`config.mk`:
```
export PLATFORM = sky130hd
export DESIGN_NAME = ise_cell
export DESIGN_NICKNAME = d
export VERILOG_FILES = /design/src/hw/rtl/ise_pkg.sv /design/src/hw/rtl/ise_cell.sv
export SDC_FILE = /design/constraint.sdc
export NUM_CORES = 1
export LEC_CHECK = 0
export BUFFER_PORTS_ARGS = -buffer_cell sky130_fd_sc_hd__buf_2
export CORE_UTILIZATION = 41
export DETAILED_ROUTE_END_ITERATION = 8
export PLACE_DENSITY = 0.87
export SLEW_MARGIN = 20
export SYNTH_ARGS = -nofsm -noshare
export SYNTH_HDL_FRONTEND = slang
export SYNTH_SLANG_ARGS = --single-unit
```
`constraint.sdc`:
```
create_clock -name clk -period 5.1 [get_ports clk]
set_input_delay 1.53 -clock clk [delete_from_list [all_inputs] [get_ports clk]]
set_output_delay 1.53 -clock clk [all_outputs]
set_load 0.01 [all_outputs]
```
`src/hw/rtl/ise_pkg.sv`:
```
package ise_pkg;

  localparam int ISE_DEPTH = 64;
  localparam int ISE_W     = 32;

  typedef struct packed {
    logic signed [ISE_W-1:0] value;
    logic                    is_last;
  } ise_in_t;

  typedef struct packed {
    logic signed [ISE_W-1:0] sorted_value;
    logic                    is_final;
    logic                    overflow;
  } ise_out_t;

  // what one cell shows its neighbors
  typedef struct packed {
    logic                    vld;
    logic                    gt;
    logic signed [ISE_W-1:0] val;
  } ise_link_t;

endpackage

```
`src/hw/rtl/ise_cell.sv`:
```
module ise_cell
  import ise_pkg::*;
(
  input  logic                    clk,
  input  logic                    rst_n,
  input  logic                    ins,
  input  logic                    shift,
  input  logic signed [ISE_W-1:0] x,
  input  ise_link_t               left,
  input  ise_link_t               right,
  output ise_link_t               self
);

  logic                    vld_r;
  logic                    vld_nxt;
  logic signed [ISE_W-1:0] val_r;
  logic signed [ISE_W-1:0] val_nxt;
  logic                    gt;

  // an empty cell counts as larger than any value; strict compare keeps
  // equal values in arrival order
  assign gt = !vld_r || (val_r > x);

  always_comb begin
    vld_nxt = vld_r;
    val_nxt = val_r;
    if (shift) begin
      vld_nxt = right.vld;
      val_nxt = right.val;
    end else if (ins && gt) begin
      if (left.gt) begin
        vld_nxt = left.vld;
        val_nxt = left.val;
      end else begin
        vld_nxt = 1'b1;
        val_nxt = x;
      end
    end
  end

  always_ff @(posedge clk) begin
    if (!rst_n) begin
      vld_r <= 1'b0;
    end else begin
      vld_r <= vld_nxt;
    end
  end

  always_ff @(posedge clk) begin
    val_r <= val_nxt;
  end

  assign self.vld = vld_r;
  assign self.gt  = gt;
  assign self.val = val_r;

endmodule

```
==> results.cfg, run 1 <==
[layout]
n_antenna_cell = 0
drive_gt1_share_pct = 36.9
syn_to_final_growth_pct = 33.2
fin_nets = 537
final_cell_count_no_fill = 476
fill_cells = 537

[global_route]
overflow = 0
grt_util_all_layers_pct = 18.6
grt_max_degree = 69
grt_pass1_vias = 2261
grt_pass1_wl_mm = 9.19
antenna_found_initial = 0

[job]
maxCapViolCount = 0

[clock_network]
cts_buffer_depth = 2
cts.sinks = 33
cts_buffers = 5
cts_max_level = 2
clockRootBuffer = clkbuf_8
clk_pin_slew_ps = 70
hold_buffers = 0
clk_latency_ps = 280
cts_tree = done
post_cts_buffers = 0
post_cts_resized = 0

[detailed_routing]
drc_errors = 0
drt_iter0_markers = 38
firstDrtPassIters = 4
wl_mm = 5.90
wl_per_cell_um = 12.4
postRouteAntennaNets = 0
vias = 2390
viasPerCell = 5.02

[worst_setup_path]
r2r-start = val_r[14]
crit_chain = buf_2 -> inv_1 -> ha_1 -> a21oi_1 -> o21ai_1 -> a221o_1 -> o31a_1 -> a211oi_2 -> o21ai_0 -> buf_2
path_common_cell = buf_2
end_kind = primary output
timing.rr.end = val_r[12]
rrSetupSlack_ps = 2210
crit_path_max_fanout = 2
slowest_stage = a221o_1
worstRegToRegCells = 9
path_class = in2out
timing.critical_path.required_ps = 3570
slowest_delay_ps = 340
cp.arrival_ps = 3360
cp-start-kind = input port

[sta]
period_share_pct = 95.9
fmax_mhz = 204
maxSlewViolCount = 0
setup_viol = 0
fin_setup_tns_ps = 0
fin_skew_ps = 6.52
rsz0062_at_grt = false
worst_slew_pin_slew_ps = 989
hold_violations = 0
post-route-min-period_ps = 4890
timing.slew.headroom_pct = 34.0

[synthesis]
syn_avg_cell_area_sq_um = 9.42
syn_area_sq_um = 2520
synth_cell_types = 30
ys_ff_latch = 33
synth_warnings = 0
syn-num-nets = 404
yosysSeqAreaShare_pct = 38.9
synth_cells = 268

[floorplanning]
start_util_pct = 42.6
fp-row-count = 28
ios = 138
core_sq_um = 5920
die_h_um = 80.5
die_area_sq_um = 6480
die_w_um = 80.5

[power]
power.density_nw_per_um2 = 238
vdd_drop_max_uv = 122
p_leak_nw = 1.80

[run_status]
outcome = completed

[hold_path]
whs_path_depth = 3
min_from = vld_r
whs_endpoint = vld_r
hold_path.class = reg2reg

[place]
dp_cells = 469
hpwl_mm = 4.81
globalplace.congestion = 0.709
portBuffers = 136
## cell usage after synthesis (all sizes together)
master   instances  area, sq um
buf              5         30.0
o311a            1         10.0
o32ai            1         8.76
edfxtp          32          961
a21o             2         15.0
o21a             1         7.51
a211oi           1         12.5
nor3             2         10.0
mux2i           32          320
nand4            5         31.3
nor2             2         7.51
nor2b            1         6.26
dfxtp            1         20.0
nand2           40          150
a21oi           14         73.8
o21ai           38          190
o211ai           1         7.51
and4             3         26.3
nand3            4         20.0
a2111oi          1         8.76
o221a            1         11.3
a221oi           1         8.76
clkbuf           8         30.0
ha              32          400
a221o            1         10.0
o31a             1         8.76
inv             37          139
## metrics by stage
stage / utilization (%) / setup WS (ps) / instance area (sq um) / hold slack (ps) / total power, W
floorplan: - / 455 / 2520 / 586 / 0.000511
global placement: 55.5 / 194 / 3290 / 598 / 0.000616
detailed placement: 55.5 / 207 / 3290 / 626 / 0.000628
CTS: 56.8 / 193 / 3360 / 637 / 0.000815
global route: 56.8 / 72.2 / 3360 / 703 / 0.000858
finish: 56.8 / 208 / 3360 / 640 / 0.000801
## cell type report
cell class | instances | area, sq um | share of cell area, %
Clock buffer | 6 | 72.6 | 2.16
Clock inverter | 1 | 3.75 | 0.112
Timing Repair Buffer | 139 | 716 | 21.3
Tap cell | 75 | 93.8 | 2.79
Sequential cell | 33 | 981 | 29.2
Multi-Input combinational cell | 185 | 1360 | 40.3
Inverter | 37 | 139 | 4.13
## kinds of logic after synthesis
logic type / count (synthesis) / synth area share, %
AO/OA/AOI/OAI: 64 / 14.8
AND/OR/NAND/NOR: 57 / 9.96
buffers and inverters: 50 / 7.88
flip-flops: 33 / 38.9
multiplexers: 32 / 12.7
adder cells (fa/ha/maj): 32 / 15.9
## per-layer routing
metal / global-route usage (%) / wire length, um / vias up
met5: 0 / 0 / -
met1: 18.7 / 2390 / 1077
li1: - / - / 1225
met4: 6.61 / 59 / 0
met3: 3.64 / 334 / 8
met2: 37.0 / 3110 / 80
## how the worst max path moves through the flow
stage          slack, ps       end  startpoint  cells past startpoint
2_1_floorplan        450  self[32]       x[14]                      9
3_3_place_gp         190  self[32]        x[5]                     10
3_5_place_dp         210  self[32]        x[5]                     10
4_1_cts              190  self[32]        x[5]                     10
5_1_grt               70  self[32]       x[14]                     10
6_report             210  self[32]        x[5]                     10
## registers in the layout, summed over array words and instances (netlist names)
signal and cells:
vld_r 1, val_r 32
## placed cells by master, fill, tap and decap left out, drive strengths merged
cell,n
nor2b,1
a211oi,1
a2111oi,1
o221a,1
o31a,1
nand4,5
mux2i,32
nor3,2
inv,37
a221oi,1
o21a,1
ha,32
edfxtp,32
clkinv,1
a21oi,14
buf,139
o21ai,38
a221o,1
nand2,40
dfxtp,1
nand3,4
o311a,1
and4,3
a21o,2
o211ai,1
nor2,2
clkbuf,6
o32ai,1
## worst max-delay path, delay by kind of cell
| family | cells | cell delay, ps |
|---|---|---|
| AOI/OAI and AO/OA | 6 | 1240 |
| adders and majority gates | 1 | 310 |
| buffers and inverters | 3 | 280 |
## where the power goes
group          total (W)  switching (W)  internal, W  leakage [nW]
Sequential      0.000360      0.0000184     0.000342         0.341
Clock           0.000182      0.0000899    0.0000920        0.0387
Combinational   0.000259       0.000136     0.000122          1.42
Total           0.000801       0.000244     0.000557          1.80
No activity file was read; power rests on OpenSTA's default activity.
==> inputs of run 2 (changes only) <==
--- a/config.mk
+++ b/config.mk
@@ -5,6 +5,7 @@
 export SDC_FILE = /design/constraint.sdc
 export NUM_CORES = 1
 export LEC_CHECK = 0
+export ABC_AREA = 1
 export BUFFER_PORTS_ARGS = -buffer_cell sky130_fd_sc_hd__buf_2
 export CORE_UTILIZATION = 41
 export DETAILED_ROUTE_END_ITERATION = 8
==> results.cfg, run 2 <==
[run_status]
outcome = completed

[layout]
drive_gt1_share_pct = 35.0
syn_to_final_growth_pct = 29.9
final_cell_mix = buf_2 (136), nand2_1 (70), inv_1 (43)
largest_register_ffs = 32
largest_register = val_r
n_antenna_cell = 0
reg_top3 = val_r x32, vld_r x1
fill_cells = 572
fin_nets = 569
final_common_cell = buf_2
final_cell_count_no_fill = 509

[power]
switchingPower_w = 0.000242
p_leak_nw = 1.72
p_sw_share_pct = 31.1
vdd_drop_max_uv = 121
p_seq_share_pct = 44.9
power.density_nw_per_um2 = 230
p_comb_share_pct = 30.8
power.internal_w = 0.000535
p_clk_share_pct = 24.3

[worst_setup_path]
rrSetupSlack_ps = 2470
cp.arrival_ps = 3000
r2r-start = val_r[31]
cp-start-kind = input port
timing.rr.end = val_r[11]
worstRegToRegCells = 11
path_class = in2out
crit_path_max_fanout = 4
end_kind = primary output
timing.critical_path.required_ps = 3570

[hold_path]
whs_path_depth = 2
min_from = vld_r
whs_endpoint = vld_r
hold_path.class = reg2reg

[synthesis]
yosysSeqAreaShare_pct = 37.7
async_flop_share_pct = 0
synth_warnings = 0
synth_edf_count = 32
synth_top_cell_area_share_pct = 37.0
syn_area_sq_um = 2600
synth_top_cell_by_area = edfxtp_1
ys_ff_latch = 33
synth_cells = 306
synthFlopType = edfxtp_1
syn-num-nets = 442
yosysMostFrequentCell = nand2_1
syn_avg_cell_area_sq_um = 8.49
synth_cell_types = 23
synth_common_cells = nand2_1 (70), inv_1 (43), edfxtp_1 (32), ha_1 (32)
synth_area_leaders = edfxtp_1 (37%), ha_1 (15%), nand2_1 (10%)

[detailed_routing]
viasPerCell = 4.99
firstDrtPassIters = 4
drc_errors = 0
postRouteAntennaNets = 0
vias = 2542
wl_mm = 6.27
drt_iter0_markers = 76
wl_per_cell_um = 12.3

[clock_network]
clockRootBuffer = clkbuf_8
cts_tree = done
clk_pin_slew_ps = 70
cts_max_level = 2
cts_buffers = 5
post_cts_buffers = 0
post_cts_resized = 0
cts.sinks = 33
cts_buffer_depth = 2
clk_latency_ps = 280
hold_buffers = 0

[sta]
post-route-min-period_ps = 4530
fin_setup_tns_ps = 0
fmax_mhz = 221
worst_slew_pin_slew_ps = 1040
period_share_pct = 88.7
hold_violations = 0
timing.slew.headroom_pct = 30.6
setup_viol = 0
fin_skew_ps = 4.29
rsz0062_at_grt = false
maxSlewViolCount = 0

[global_route]
grt_max_degree = 63
overflow = 0
antenna_found_initial = 0
grt_pass1_vias = 2345
grt_util_all_layers_pct = 19.3
grt_pass1_wl_mm = 9.98

[floorplanning]
ios = 138
die_w_um = 81.6
die_area_sq_um = 6660
fp-row-count = 28
start_util_pct = 43.1
core_sq_um = 6030
die_h_um = 81.6

[job]
maxCapViolCount = 0

[place]
dp_cells = 501
hpwl_mm = 4.90
globalplace.congestion = 0.730
portBuffers = 136
==> run 2: cell types whose count changed in the layout (fill, tap and decap cells not counted), moves of 2 or more <==
cell,change
nand4_1,-3
o21ai_0,-34
inv_1,+6
and4_1,-3
o211ai_1,+28
a21oi_1,+7
nand2_1,+30
o21a_1,+28
nand2_2,+5
buf_4,-2
nor3_1,-2
nor2_1,+13
mux2i_1,-32
==> run 2: final cells by class <==
class | count | area [sq um] | area share, %
well taps | 75 | 93.8 | 2.78
flip-flops and latches | 33 | 981 | 29.0
multi-input cells | 213 | 1380 | 40.7
repair buffers | 136 | 681 | 20.2
clock buffers | 5 | 68.8 | 2.04
clock inverters | 3 | 12.5 | 0.371
inverters | 44 | 165 | 4.89
==> run 2: metrics by stage <==
stage / utilization [%] / instance area (sq um) / hold slack, ps / total power, W / setup slack [ps]
after CTS: 56.0 / 3380 / 609 / 0.000785 / 563
after global placement: 54.7 / 3300 / 558 / 0.000584 / 601
final: 56.0 / 3380 / 599 / 0.000777 / 574
after detailed placement: 54.7 / 3300 / 592 / 0.000596 / 566
after floorplan: - / 2600 / 544 / 0.000500 / 840
after global routing: 56.0 / 3380 / 634 / 0.000834 / 388
==> run 2: worst max-delay path: stages <==
cell	delay, ps
buf_2	90
inv_1	40
ha_1	340
a21oi_1	180
o21a_2	150
nand2_1	50
a21oi_1	160
nand2_1	70
nand2_1	50
nand2_1	40
nand2_1	80
nand2_2	60
buf_2	140
==> run 2: how the worst max path moves through the flow <==
stage                from       end  depth (start not counted)
floorplan           x[31]  self[32]                         12
global placement    x[15]  self[32]                         16
detailed placement  x[31]  self[32]                         13
CTS                 x[31]  self[32]                         13
global route        x[21]  self[32]                         13
finish              x[31]  self[32]                         13
==> run 2: cell families after synthesis <==
logic type | share of synthesized area (%)
AOI/OAI and AO/OA | 22.2
adders and majority gates | 15.4
buffers and inverters | 9.34
DFF | 37.7
and+or+nand+nor | 15.3
==> run 2: metal layers <==
layer	share of wire [%]	global-route usage (%)	vias to the layer above
met2	51	35.2	84
met3	6.0	4.22	9
met5	0	0	-
met1	42	22.5	1145
met4	1.3	6.14	0
li1	-	-	1304
==> run 2: power by group through the flow <==
| stage | clock network [W] | logic, W | registers, W |
|---|---|---|---|
| global route | 0.000207 | 0.000275 | 0.000352 |
| floorplan | 0 | 0.000134 | 0.000366 |
| finish | 0.000189 | 0.000239 | 0.000349 |
| global placement | 0 | 0.000232 | 0.000352 |
| detailed placement | 0 | 0.000241 | 0.000355 |
| CTS | 0.000194 | 0.000242 | 0.000349 |
